File: src/rtl/core/rtph264_pkg.sv
// ----------------------------------------------------------------------------
// RTP H.264 depacketizer package
// Shared types and constants for the depacketizer front end, job queue and
// byte-stream emitter.
// ----------------------------------------------------------------------------
package rtph264_pkg;

    localparam int LEN_W                    = 17;
    localparam int DEFAULT_MAX_PACKET_BYTES = 65536;
    localparam int DEFAULT_QUEUE_DEPTH      = 4;

    localparam logic [6:0] RTP_FIXED_HEADER_BYTES = 7'd12;
    localparam logic [4:0] NAL_TYPE_STAP_A        = 5'd24;
    localparam logic [4:0] NAL_TYPE_FU_A          = 5'd28;

    // Start code 00 00 00 01 followed by the NAL byte: five results
    localparam logic [2:0] START_LAST_PHASE = 3'd4;
    localparam logic [2:0] START_ONE_PHASE  = 3'd3;

    typedef struct packed {
        logic [7:0]       data_byte;
        logic [LEN_W-1:0] packet_length;
    } pkt_item_t;

    typedef struct packed {
        logic [7:0] out_byte;
        logic       has_byte;
        logic       header_error;
        logic       last_of_run;
    } stream_item_t;

    typedef enum logic [1:0] {
        JOB_STATUS     = 2'd0,
        JOB_BYTE       = 2'd1,
        JOB_START_BYTE = 2'd2
    } job_kind_t;

    typedef struct packed {
        job_kind_t  kind;
        logic [7:0] data;
    } job_t;

endpackage

File: src/rtl/core/rtph264_front.sv
// ----------------------------------------------------------------------------
// RTP H.264 depacketizer front end
// Tracks the packet position, skips the RTP header, classifies the payload
// and turns each packet byte into at most one output job.
// ----------------------------------------------------------------------------
module rtph264_front
    import rtph264_pkg::*;
#(
    parameter int MAX_PACKET_BYTES = DEFAULT_MAX_PACKET_BYTES
)
(
    input  logic      clk,
    input  logic      rst_n,
    input  logic      take,
    input  pkt_item_t item,
    output logic      job_valid,
    output job_t      job
);

    localparam logic [LEN_W-1:0] MAX_LEN = LEN_W'(MAX_PACKET_BYTES);

    typedef enum logic [5:0] {
        KIND_NAL_HDR = 6'b000001,
        KIND_SINGLE  = 6'b000010,
        KIND_STAP    = 6'b000100,
        KIND_FU_HDR  = 6'b001000,
        KIND_FU_DATA = 6'b010000,
        KIND_DROP    = 6'b100000
    } kind_t;

    typedef enum logic [3:0] {
        AGG_LEN_HI = 4'b0001,
        AGG_LEN_LO = 4'b0010,
        AGG_FIRST  = 4'b0100,
        AGG_BODY   = 4'b1000
    } agg_t;

    logic [LEN_W-1:0] pos_reg, pos_next;
    logic [6:0]       hdr_bytes_reg, hdr_bytes_next;
    kind_t            kind_reg, kind_next;
    logic [2:0]       f_nri_reg, f_nri_next;
    agg_t             agg_reg, agg_next;
    logic [7:0]       len_hi_reg, len_hi_next;
    logic [15:0]      unit_left_reg, unit_left_next;

    logic [LEN_W-1:0] len_eff;
    logic [LEN_W:0]   pos_inc;
    logic [LEN_W:0]   bytes_left;
    logic [15:0]      unit_len;
    logic [15:0]      unit_dec;
    logic [6:0]       hdr_calc;
    logic [7:0]       b;

    always_comb
    begin
        b        = item.data_byte;
        len_eff  = item.packet_length;
        if (len_eff == '0)
        begin
            len_eff = LEN_W'(1);
        end
        else if (len_eff > MAX_LEN)
        begin
            len_eff = MAX_LEN;
        end
        pos_inc    = {1'b0, pos_reg} + (LEN_W+1)'(1);
        bytes_left = ({1'b0, len_eff} > pos_inc) ? ({1'b0, len_eff} - pos_inc) : '0;
        unit_len   = {len_hi_reg, b};
        unit_dec   = unit_left_reg - 16'd1;
        hdr_calc   = RTP_FIXED_HEADER_BYTES + 7'({b[3:0], 2'b00});
    end

    always_comb
    begin
        pos_next       = pos_reg;
        hdr_bytes_next = hdr_bytes_reg;
        kind_next      = kind_reg;
        f_nri_next     = f_nri_reg;
        agg_next       = agg_reg;
        len_hi_next    = len_hi_reg;
        unit_left_next = unit_left_reg;
        job_valid      = 1'b0;
        job.kind       = JOB_BYTE;
        job.data       = b;

        if (take)
        begin
            if (pos_reg == '0)
            begin
                kind_next      = KIND_NAL_HDR;
                agg_next       = AGG_LEN_HI;
                hdr_bytes_next = hdr_calc;
                if (len_eff < LEN_W'(hdr_calc))
                begin
                    job_valid = 1'b1;
                    job.kind  = JOB_STATUS;
                    job.data  = 8'd0;
                    kind_next = KIND_DROP;
                end
            end
            else if (pos_reg >= LEN_W'(hdr_bytes_reg))
            begin
                unique case (kind_reg)
                    KIND_NAL_HDR:
                    begin
                        f_nri_next = b[7:5];
                        if (b[4:0] < NAL_TYPE_STAP_A)
                        begin
                            job_valid = 1'b1;
                            job.kind  = JOB_START_BYTE;
                            kind_next = KIND_SINGLE;
                        end
                        else if (b[4:0] == NAL_TYPE_STAP_A)
                        begin
                            kind_next = KIND_STAP;
                            agg_next  = AGG_LEN_HI;
                        end
                        else if (b[4:0] == NAL_TYPE_FU_A)
                        begin
                            kind_next = KIND_FU_HDR;
                        end
                        else
                        begin
                            kind_next = KIND_DROP;
                        end
                    end
                    KIND_SINGLE, KIND_FU_DATA:
                    begin
                        job_valid = 1'b1;
                    end
                    KIND_FU_HDR:
                    begin
                        // Rebuild the NAL header from indicator F/NRI and FU type
                        if (b[7])
                        begin
                            job_valid = 1'b1;
                            job.kind  = JOB_START_BYTE;
                            job.data  = {f_nri_reg, b[4:0]};
                        end
                        kind_next = KIND_FU_DATA;
                    end
                    KIND_STAP:
                    begin
                        unique case (agg_reg)
                            AGG_LEN_HI:
                            begin
                                len_hi_next = b;
                                agg_next    = AGG_LEN_LO;
                            end
                            AGG_LEN_LO:
                            begin
                                if (unit_len == 16'd0)
                                begin
                                    agg_next = AGG_LEN_HI;
                                end
                                else if ({2'b00, unit_len} > bytes_left)
                                begin
                                    kind_next = KIND_DROP;
                                end
                                else
                                begin
                                    unit_left_next = unit_len;
                                    agg_next       = AGG_FIRST;
                                end
                            end
                            AGG_FIRST, AGG_BODY:
                            begin
                                job_valid      = 1'b1;
                                job.kind       = (agg_reg == AGG_FIRST) ? JOB_START_BYTE
                                                                        : JOB_BYTE;
                                unit_left_next = unit_dec;
                                agg_next       = (unit_dec == 16'd0) ? AGG_LEN_HI : AGG_BODY;
                            end
                            default:
                            begin
                                agg_next = AGG_LEN_HI;
                            end
                        endcase
                    end
                    KIND_DROP:
                    begin
                        kind_next = KIND_DROP;
                    end
                    default:
                    begin
                        kind_next = KIND_DROP;
                    end
                endcase
            end

            // Wrap at the last byte of the packet
            if (pos_inc >= {1'b0, len_eff})
            begin
                pos_next       = '0;
                kind_next      = KIND_NAL_HDR;
                agg_next       = AGG_LEN_HI;
                unit_left_next = 16'd0;
            end
            else
            begin
                pos_next = pos_inc[LEN_W-1:0];
            end
        end
    end

    always_ff @(posedge clk or negedge rst_n)
    begin
        if (!rst_n)
        begin
            pos_reg       <= '0;
            hdr_bytes_reg <= RTP_FIXED_HEADER_BYTES;
            kind_reg      <= KIND_NAL_HDR;
            f_nri_reg     <= 3'd0;
            agg_reg       <= AGG_LEN_HI;
            len_hi_reg    <= 8'd0;
            unit_left_reg <= 16'd0;
        end
        else
        begin
            pos_reg       <= pos_next;
            hdr_bytes_reg <= hdr_bytes_next;
            kind_reg      <= kind_next;
            f_nri_reg     <= f_nri_next;
            agg_reg       <= agg_next;
            len_hi_reg    <= len_hi_next;
            unit_left_reg <= unit_left_next;
        end
    end

endmodule

File: src/rtl/core/rtph264_queue.sv
// ----------------------------------------------------------------------------
// RTP H.264 depacketizer job queue
// Short first-in first-out queue of jobs between front end and emitter.
// ----------------------------------------------------------------------------
module rtph264_queue
    import rtph264_pkg::*;
#(
    parameter int DEPTH = DEFAULT_QUEUE_DEPTH
)
(
    input  logic clk,
    input  logic rst_n,
    input  logic push,
    input  job_t push_job,
    input  logic pop,
    output logic empty,
    output logic full,
    output job_t head
);

    localparam int PTR_W = (DEPTH > 1) ? $clog2(DEPTH) : 1;
    localparam int CNT_W = $clog2(DEPTH + 1);

    job_t             slots_reg [DEPTH];
    logic [PTR_W-1:0] wr_ptr_reg, wr_ptr_next;
    logic [PTR_W-1:0] rd_ptr_reg, rd_ptr_next;
    logic [CNT_W-1:0] count_reg, count_next;
    logic             do_push;
    logic             do_pop;

    assign empty   = (count_reg == '0);
    assign full    = (count_reg == CNT_W'(DEPTH));
    assign head    = slots_reg[rd_ptr_reg];
    assign do_push = push && !full;
    assign do_pop  = pop && !empty;

    always_comb
    begin
        wr_ptr_next = wr_ptr_reg;
        rd_ptr_next = rd_ptr_reg;
        count_next  = count_reg;
        if (do_push)
        begin
            wr_ptr_next = (wr_ptr_reg == PTR_W'(DEPTH - 1)) ? '0 : wr_ptr_reg + PTR_W'(1);
        end
        if (do_pop)
        begin
            rd_ptr_next = (rd_ptr_reg == PTR_W'(DEPTH - 1)) ? '0 : rd_ptr_reg + PTR_W'(1);
        end
        if (do_push && !do_pop)
        begin
            count_next = count_reg + CNT_W'(1);
        end
        else if (do_pop && !do_push)
        begin
            count_next = count_reg - CNT_W'(1);
        end
    end

    always_ff @(posedge clk)
    begin
        if (do_push)
        begin
            slots_reg[wr_ptr_reg] <= push_job;
        end
    end

    always_ff @(posedge clk or negedge rst_n)
    begin
        if (!rst_n)
        begin
            wr_ptr_reg <= '0;
            rd_ptr_reg <= '0;
            count_reg  <= '0;
        end
        else
        begin
            wr_ptr_reg <= wr_ptr_next;
            rd_ptr_reg <= rd_ptr_next;
            count_reg  <= count_next;
        end
    end

endmodule

File: src/rtl/core/rtph264_back.sv
// ----------------------------------------------------------------------------
// RTP H.264 depacketizer emitter
// Expands queued jobs into output results, inserting the Annex B start code,
// and holds them in the output register.
// ----------------------------------------------------------------------------
module rtph264_back
    import rtph264_pkg::*;
(
    input  logic         clk,
    input  logic         rst_n,
    input  logic         head_valid,
    input  job_t         head,
    output logic         pop,
    output logic         out_valid,
    input  logic         out_stall,
    output stream_item_t out_item
);

    logic [2:0]   phase_reg, phase_next;
    logic         out_valid_reg, out_valid_next;
    stream_item_t out_item_reg, out_item_next;
    logic         load;
    logic         job_done;

    assign load      = head_valid && (!out_valid_reg || !out_stall);
    assign pop       = load && job_done;
    assign out_valid = out_valid_reg;
    assign out_item  = out_item_reg;

    always_comb
    begin
        job_done      = 1'b1;
        out_item_next = out_item_reg;
        phase_next    = phase_reg;

        unique case (head.kind)
            JOB_STATUS:
            begin
                out_item_next = '{out_byte: 8'd0, has_byte: 1'b0,
                                  header_error: 1'b1, last_of_run: 1'b1};
            end
            JOB_START_BYTE:
            begin
                job_done = (phase_reg == START_LAST_PHASE);
                out_item_next.has_byte     = 1'b1;
                out_item_next.header_error = 1'b0;
                out_item_next.last_of_run  = job_done;
                if (job_done)
                begin
                    out_item_next.out_byte = head.data;
                end
                else if (phase_reg == START_ONE_PHASE)
                begin
                    out_item_next.out_byte = 8'd1;
                end
                else
                begin
                    out_item_next.out_byte = 8'd0;
                end
            end
            default:
            begin
                out_item_next = '{out_byte: head.data, has_byte: 1'b1,
                                  header_error: 1'b0, last_of_run: 1'b1};
            end
        endcase

        if (load)
        begin
            phase_next = job_done ? 3'd0 : phase_reg + 3'd1;
        end
        else
        begin
            out_item_next = out_item_reg;
        end

        if (load)
        begin
            out_valid_next = 1'b1;
        end
        else if (out_stall)
        begin
            out_valid_next = out_valid_reg;
        end
        else
        begin
            out_valid_next = 1'b0;
        end
    end

    always_ff @(posedge clk)
    begin
        out_item_reg <= out_item_next;
    end

    always_ff @(posedge clk or negedge rst_n)
    begin
        if (!rst_n)
        begin
            phase_reg     <= 3'd0;
            out_valid_reg <= 1'b0;
        end
        else
        begin
            phase_reg     <= phase_next;
            out_valid_reg <= out_valid_next;
        end
    end

endmodule

File: src/rtl/core/rtp_h264_depacketizer.sv
// ----------------------------------------------------------------------------
// RTP H.264 depacketizer
// Turns the bytes of RTP packets carrying H.264 (single NAL, STAP-A, FU-A)
// into an Annex B byte stream.
// ----------------------------------------------------------------------------
// Packet bytes are taken one per cycle on the pkt channel while the job queue
// has room; each byte becomes at most one job that the emitter expands into
// one result, or five when a 00 00 00 01 start code goes ahead of it. The
// emitter's output register delivers one result per cycle unless stream_stall
// is high, so bytes flow at one per cycle except where start codes are added;
// their extra results are absorbed by the QUEUE_DEPTH-entry job queue and then
// by holding pkt_stall. A byte's job is registered in the queue, then its first
// result in the output register that drives the stream channel. Packets shorter
// than their RTP header give one status result with header_error set.
module rtp_h264_depacketizer
    import rtph264_pkg::*;
#(
    parameter int MAX_PACKET_BYTES = DEFAULT_MAX_PACKET_BYTES,
    parameter int QUEUE_DEPTH      = DEFAULT_QUEUE_DEPTH
)
(
    input  logic         clk,
    input  logic         rst_n,
    input  logic         pkt_valid,
    output logic         pkt_stall,
    input  pkt_item_t    pkt_data,
    output logic         stream_valid,
    input  logic         stream_stall,
    output stream_item_t stream_data
);

    logic job_valid;
    job_t job;
    logic queue_empty;
    logic queue_full;
    job_t head;
    logic pop;
    logic take;

    assign pkt_stall = queue_full;
    assign take      = pkt_valid && !queue_full;

    rtph264_front #(
        .MAX_PACKET_BYTES (MAX_PACKET_BYTES)
    ) u_front (
        .clk       (clk),
        .rst_n     (rst_n),
        .take      (take),
        .item      (pkt_data),
        .job_valid (job_valid),
        .job       (job)
    );

    rtph264_queue #(
        .DEPTH (QUEUE_DEPTH)
    ) u_queue (
        .clk      (clk),
        .rst_n    (rst_n),
        .push     (job_valid),
        .push_job (job),
        .pop      (pop),
        .empty    (queue_empty),
        .full     (queue_full),
        .head     (head)
    );

    rtph264_back u_back (
        .clk        (clk),
        .rst_n      (rst_n),
        .head_valid (!queue_empty),
        .head       (head),
        .pop        (pop),
        .out_valid  (stream_valid),
        .out_stall  (stream_stall),
        .out_item   (stream_data)
    );

    // A status transaction carries no byte and closes its run
    assert property (@(posedge clk) disable iff (!rst_n)
        (stream_valid && !stream_data.has_byte) |->
            (stream_data.out_byte == 8'd0 && stream_data.header_error &&
             stream_data.last_of_run))
        else $error("malformed status result");

    // Results inside a start-code run never carry an error
    assert property (@(posedge clk) disable iff (!rst_n)
        (stream_valid && !stream_stall && !stream_data.last_of_run) |=>
            (!stream_data.header_error && stream_data.has_byte))
        else $error("error flag inside a start-code run");

    // Input is held back only when the queue is full
    assert property (@(posedge clk) disable iff (!rst_n)
        queue_empty |-> !pkt_stall)
        else $error("input stalled with an empty job queue");

endmodule
File: config.mk
export PLATFORM = sky130hd
export DESIGN_NAME = rtp_h264_depacketizer
export DESIGN_NICKNAME = d
export VERILOG_FILES = /design/src/rtl/core/rtph264_pkg.sv /design/src/rtl/core/rtph264_front.sv /design/src/rtl/core/rtph264_queue.sv /design/src/rtl/core/rtph264_back.sv /design/src/rtl/core/rtp_h264_depacketizer.sv
export SDC_FILE = /design/constraint.sdc
export NUM_CORES = 1
export LEC_CHECK = 0
export ABC_AREA = 1
export ABC_CLOCK_PERIOD_IN_PS = 6400
export BUFFER_PORTS_ARGS = -buffer_cell sky130_fd_sc_hd__buf_2
export CAP_MARGIN = 20
export CORE_ASPECT_RATIO = 0.7
export CORE_MARGIN = 2
export CORE_UTILIZATION = 50
export CTS_BUF_LIST = sky130_fd_sc_hd__clkbuf_4 sky130_fd_sc_hd__clkbuf_8
export DETAILED_ROUTE_END_ITERATION = 7
export HOLD_SLACK_MARGIN = 0.02
export PLACE_DENSITY = 0.67
export SETUP_SLACK_MARGIN = 0.4
export SLEW_MARGIN = 20
export SYNTH_ARGS = -nofsm -noshare
export SYNTH_HDL_FRONTEND = slang
export SYNTH_SLANG_ARGS = --single-unit
File: constraint.sdc
create_clock -name clk -period 6.4 [get_ports clk]
set_input_delay 0.32 -clock clk [delete_from_list [all_inputs] [get_ports clk]]
set_output_delay 0.32 -clock clk [all_outputs]
set_load 0.02 [all_outputs]
# Word-level counts from Yosys, hierarchy flattened
# Memory sizes are Yosys's and may differ from the RTL's.
# Cells that the tools add are included.
# Widths: inputs -> output; s select.
totals:
  register_bits: 83
  latchBits: 0
  mem_bits_rw: 40
  rom_bits: 0
  in_bits: 29
  word_cells: 159
  mem_count: 1
memory_table:
  columns: ["name", "depth", "word_bits", "rd", "rd_ports_with_merged_regs", "wr", "line", "text"]
  rows:
  - ["u_queue.slots_reg", 4, 10, 1, 0, 1, "rtph264_queue.sv:24", "job_t slots_reg [DEPTH];"]
classes:
  addsub: 9
  multipliers: 0
  div_mod_pow: 0
  n_lt_le_gt_ge: 7
  n_eq_ne: 28
  shifts: 0
  n_mux: 63
  bitwise: 1
  n_reduce_logical: 34
op_table:
  columns: ["op", "n"]
  rows:
  - ["$mux 16", 6]
  - ["$mux 6", 10]
  - ["$mux 17", 3]
  - ["$mux 10", 4]
  - ["$logic_not 17->1", 2]
  - ["$logic_not 16->1", 2]
  - ["$mux 4", 8]
  - ["$pmux 16 s2", 1]
  - ["$pmux 6 s4", 1]
  - ["$pmux 11 s2", 1]
  - ["$add 17x1->18 const B", 1]
  - ["$ge 18x17->1", 1]
  - ["$gt 16x18->1", 1]
  - ["$gt 17x18->1", 1]
  - ["$mux 18", 1]
  - ["$sub 17x18->18", 1]
  - ["$ge 17x7->1", 1]
  - ["$gt 17x17->1 const B", 1]
  - ["$lt 17x7->1", 1]
  - ["$mux 8", 2]
  - ["$sub 16x1->16 const B", 1]
  - ["$mux 1", 13]
  - ["$ne 4x1->1 const B", 3]
  - ["$pmux 4 s3", 1]
  - ["45 further kinds", 75]

# Depth between registers and ports, before layout
logic_depth:
  ltp_word: 13
  mapped_depth: 39

# Cells and area by module
# Synthesis repeated with hierarchy kept, for this count alone.
hier_totals:
  hier_cells: 1084
  hier_area_um2: 8529.4
by_module_without_submodules:
  columns: ["module", "instances", "cells_each", "area_each_um2"]
  rows:
  - ["rtph264_front", 1, 840, 5780.5]
  - ["rtph264_queue", 1, 177, 2074.5]
  - ["rtph264_back", 1, 64, 660.6]
  - ["rtp_h264_depacketizer", 1, 3, 13.8]

# Worst setup path after synthesis
# Ideal clock, no wire load.
synth_timing:
  kind: "reg-to-reg"
  from: "register u_front.pos_reg[0]"
  to: "register u_front.unit_left_reg[10]"
  setup_ns: 0.117
  t_arrival_ns: 4.848
  required_time_ns: 6.283
  path_slack_ns: 1.434
  stages_incl_launch_ff: 36
  n_path_buf: 3
  synth_period_minus_slack_ns: 4.966
  path_cell_list: "dfrtp_1 ha_1 nand3_1 nor3_1 nand3_1 nand3b_1 nor3_1 xor2_1 inv_1 ha_1 nand2_1 nor2_1 a21oi_1 nand2_2 nand2_2 nand2_4 nand2_4 inv_6 buf_4 buf_2 nand3_1 ha_1 nand4_1 nor2_1 o21ai_0 nand3_1 o21ai_0 a21oi_1 a211oi_1 a31oi_1 nand3_1 nand2_2 nand2_4 buf_8 nand3_1 nand2_1"
synth_via:
  elab_chain_len: 6
  elab_cells_between_ends: 16
  classes_between: "add/sub: 2; order compare: 4; eq/ne: 3; mux: 2; reduce/logical: 5"
synth_lines:
  columns: ["element", "line", "text"]
  rows:
  - ["start: declaration", "rtph264_front.sv:38", "logic [LEN_W-1:0] pos_reg, pos_next;"]
  - ["start signal: assignment", "rtph264_front.sv:220", "pos_reg <= pos_next;"]
  - ["$add 17x1->18", "rtph264_front.sv:66", "pos_inc = {1'b0, pos_reg} + (LEN_W+1)'(1);"]
  - ["$sub 17x18->18 / $gt 17x18->1 (equally long branches)", "rtph264_front.sv:67", "bytes_left = ({1'b0, len_eff} > pos_inc) ? ({1'b0, len_eff} - pos_inc) : '0;"]
  - ["$mux 18", "rtph264_front.sv:67", null]
  - ["$gt 16x18->1", "rtph264_front.sv:156", "else if ({2'b00, unit_len} > bytes_left)"]
  - ["$ne 3x3->1 (no line)", null, null]
  - ["$reduce_and 7->1 (no line)", null, null]
  - ["end signal: assignment", "rtph264_front.sv:226", "unit_left_reg <= unit_left_next;"]
  - ["end: declaration", "rtph264_front.sv:44", "logic [15:0] unit_left_reg, unit_left_next;"]
# Parallel ways exist; a longest one is shown, timed or not.
# A chain may end at the register's enable or synchronous reset.

# Worst setup path in the final report
layout_timing:
  from: "register u_front.pos_reg[0]"
  to: "register u_front.kind_reg[4]"
layout_via:
  elab_chain_len: 6
  elab_cells_between_ends: 16
  classes_between: "add/sub: 2; order compare: 4; eq/ne: 4; mux: 3; reduce/logical: 3"
layout_lines:
  columns: ["element", "line", "text"]
  rows:
  - ["$add 17x1->18", "rtph264_front.sv:66", null]
  - ["$sub 17x18->18 / $gt 17x18->1 (equally long branches)", "rtph264_front.sv:67", null]
  - ["$mux 18", "rtph264_front.sv:67", null]
  - ["$gt 16x18->1", "rtph264_front.sv:156", null]
  - ["$ne 4x1->1 (no line)", null, null]
  - ["$reduce_and 6->1 (no line)", null, null]
  - ["end signal: assignment", "rtph264_front.sv:222", "kind_reg <= kind_next;"]
  - ["end: declaration", "rtph264_front.sv:40", "kind_t kind_reg, kind_next;"]
# Parallel ways exist; a longest one is shown, timed or not.

==> results.yml <==
detailed_routing:
  vias_per_cell: 5.63
  drt_iter0_markers: 751
  drc: 0
  wl_mm: 21.3
  vias: 7206
  wl_per_cell_microns: 16.7
  drtPass1Iterations: 6
  ant_nets: 0
timing:
  final.setup.tns_ns: 0
  maxSlewViolCount: 0
  finalSetupViolations: 0
  timing.hold.ws_ns: 0.0816
  setup_ws_ns: 0.974
  min_period_ns: 5.43
  fin_worst_skew_ns: 0.0106
  hold_viol_final: 0
  fmaxAchievable_mhz: 184
  slew_headroom_pct: 28.7
  worst_slew_pin_slew_ns: 1.07
  fin_crit_sh_pct: 84.8
  rsz0062_at_grt: "no"
synthesis:
  synth_fa_ha_area_share_pct: 8.94
  ys_seq_area_share_pct: 40.4
  synthSimpleGateAreaFrac_pct: 27.6
  synth_seq_cells: 121
  synth-edff-count: 51
  syn-cell-area_sq_mm: 0.00814
  synth_area_leaders: "dfrtp_1, edfxtp_1, nand2_1, ha_1, nor2_1"
  synth_warnings: 0
  synthMuxAreaShare_pct: 0.138
  netlist_instances: 1027
  syn-num-nets: 1113
  synth_top_cell_by_area: "dfrtp_1"
  synth_cell_types: 52
  synthXorXnorAreaFrac_pct: 3.87
  synthArstFlopShare_pct: 57.9
  synth_top_cell_area_share_pct: 20.3
  avgSynthCellArea_sq_um: 7.93
  synth_top_family_by_area: "simple AND/OR/NAND/NOR gates"
  dominantRegCellSynth: "dfrtp_1"
  synth-compound-area-share_pct: 11.6
cells_and_area:
  areaGrowthSynthToFinish_pct: 9.70
  drive_gt1_share_pct: 11.9
  final_cell_mix: "nand2_1, nor2_1, inv_1, o21ai_0, nand3_1"
  final_common_cell: "nand2_1"
  antenna_cells: 0
  largest_register_ffs: 40
  nets: 1153
  stdcell_area_sq_mm: 0.00893
pwr:
  vdd_drop_max_mv: 0.139
  p_per_area_mw_per_mm2: 349
  p_leak_nw: 4.15
die:
  ioPinCount: 42
  die_width_microns: 157
  start_util_pct: 51.9
  fp.dieH_microns: 111
  fp.dieArea_sq_mm: 0.0173
  core_sq_mm: 0.0157
  num_rows: 38
global_routing:
  grt_start_max_net_pins: 69
  grt_pass1_wl_mm: 34.9
  grt_antenna_before_repair: 0
  track_usage_pct: 25.7
  grt_pass1_vias: 6553
  grt-ovfl-total: 0
setup_path:
  r2r_end: "u_front.kind_reg[4]$_DFFE_PN0P_"
  max_stage_delay_ns: 0.40
  worstReg2RegStart: "u_front.pos_reg[0]$_DFFE_PN0P_"
  path_max_fanout: 36
  rrSetupSlack_ns: 0.97
  start_kind: "flip-flop"
  slowest_stage: "dfrtp_1"
  rr_worst_depth: 32
  critPathCaptureType: "flip-flop"
  crit_required_ns: 6.75
  critPathArrivalTime_ns: 5.77
  worst-setup-path-type: "reg -> reg"
worst_hold_path:
  whs_path_depth: 3
  holdPathEnd: "u_back.out_valid$_DFFE_PN0P_"
  hold_class: "in -> reg"
  min_from: "stream_stall"
clock_tree:
  h-tree-depth: 4
  cts_sinks: 121
  postCtsSetupBuffers: 0
  cts_tree: "built"
  path_clk_slew_ns: 0.08
  clk_latency_ns: 0.45
  numCtsBuffers: 17
  cts_buffer_depth: 2
  clockRootBuffer: "clkbuf_8"
place:
  gp_congestion: 0.948
  preCtsSetupSlack_ns: 0.845
  placed_area_sq_mm: 0.00849
  io_buffers: 41
  hpwl_mm: 15.8
outcome:
  status: "complete, no violations"
run:
  drv_cap: 0
what timing repair did:
item | CTS | global route
endpoints found under the hold margin | 2 | 0
hold buffers | 1 | 0
setup endpoints to repair | 0 | 26
gates resized for setup | 0 | 3
logic make-up (layout without fill, tap and decap cells):
family                   Yosys count  count (layout)
buffers and inverters            152             205
flip-flops                       121             121
AND/OR/NAND/NOR                  489             489
multiplexers                       1               1
AO/OA/AOI/OAI                    171             171
XOR/XNOR                          36              36
adder cells (fa/ha/maj)           57              57
cells in the mapped netlist, types with 4 or more instances:
master and n:
nand3_1 69, nand2_2 10, o21ai_0 73, nand2_4 7, nand4_1 27, o21ai_1 7
buf_2 6, nand3_2 6, dfrtp_1 66, xnor2_1 8, or2_2 9, nor3_1 18
a21oi_1 52, clkbuf_1 11, nor4_1 10, ha_1 55, dfstp_2 4, nand2_1 189
xor2_1 28, nor2_2 4, edfxtp_1 51, inv_1 127, o22ai_1 17, nor2_1 131
final cells by class:
| type | count | area (sq um) |
|---|---|---|
| tap | 200 | 250 |
| multi-input combinational | 754 | 4260 |
| inverter | 130 | 493 |
| sequential | 121 | 3290 |
| fill | 1410 | 6760 |
| timing repair buffer | 43 | 225 |
| clock buffer | 17 | 234 |
| clock inverter | 15 | 180 |
worst max-delay path by stage:
stage               cells past startpoint                                     to                            from  slack [ns]
global route                           32        u_front.kind_reg[1]$_DFFE_PN0P_  u_front.pos_reg[0]$_DFFE_PN0P_        0.43
finish                                 32        u_front.kind_reg[4]$_DFFE_PN0P_  u_front.pos_reg[0]$_DFFE_PN0P_        0.97
floorplan                              35  u_front.unit_left_reg[10]$_DFFE_PN0P_  u_front.pos_reg[0]$_DFFE_PN0P_        1.43
global placement                       32        u_front.kind_reg[4]$_DFFE_PN0P_  u_front.pos_reg[0]$_DFFE_PN0P_        1.03
CTS                                    32        u_front.kind_reg[4]$_DFFE_PN0P_  u_front.pos_reg[1]$_DFFE_PN0P_        0.81
detailed placement                     32        u_front.kind_reg[4]$_DFFE_PN0P_  u_front.pos_reg[0]$_DFFE_PN0P_        0.85
worst max-delay path, delay by kind of cell (launching register included):
family	cells	cell delay, ns
XOR/XNOR	1	0.18
AND/OR/NAND/NOR	20	2.72
AO/OA/AOI/OAI	6	0.78
flip-flops	1	0.40
adder cells (fa/ha/maj)	3	0.89
buffers and inverters	2	0.34
layer usage:
layer	GRT usage (%)	share of wire, %
met5	0	0
met3	7.23	10
met1	41.7	50
met4	5.57	1.1
met2	33.3	39
power breakdown:
part	leakage [nW]	switching, mW	internal, mW
clock	0.202	0.368	0.362
sequential	1.39	0.136	0.992
combinational	2.56	0.836	0.422
through the flow:
stage	total power, mW	std cells	utilization, %
after global placement	2.35	1247	54.1
after detailed placement	2.37	1247	54.1
final	3.12	1280	56.9
after CTS	3.10	1280	56.8
after floorplan	2.05	1027	-
after global routing	3.36	1280	56.9
No activity file was read; power rests on OpenSTA's default activity.
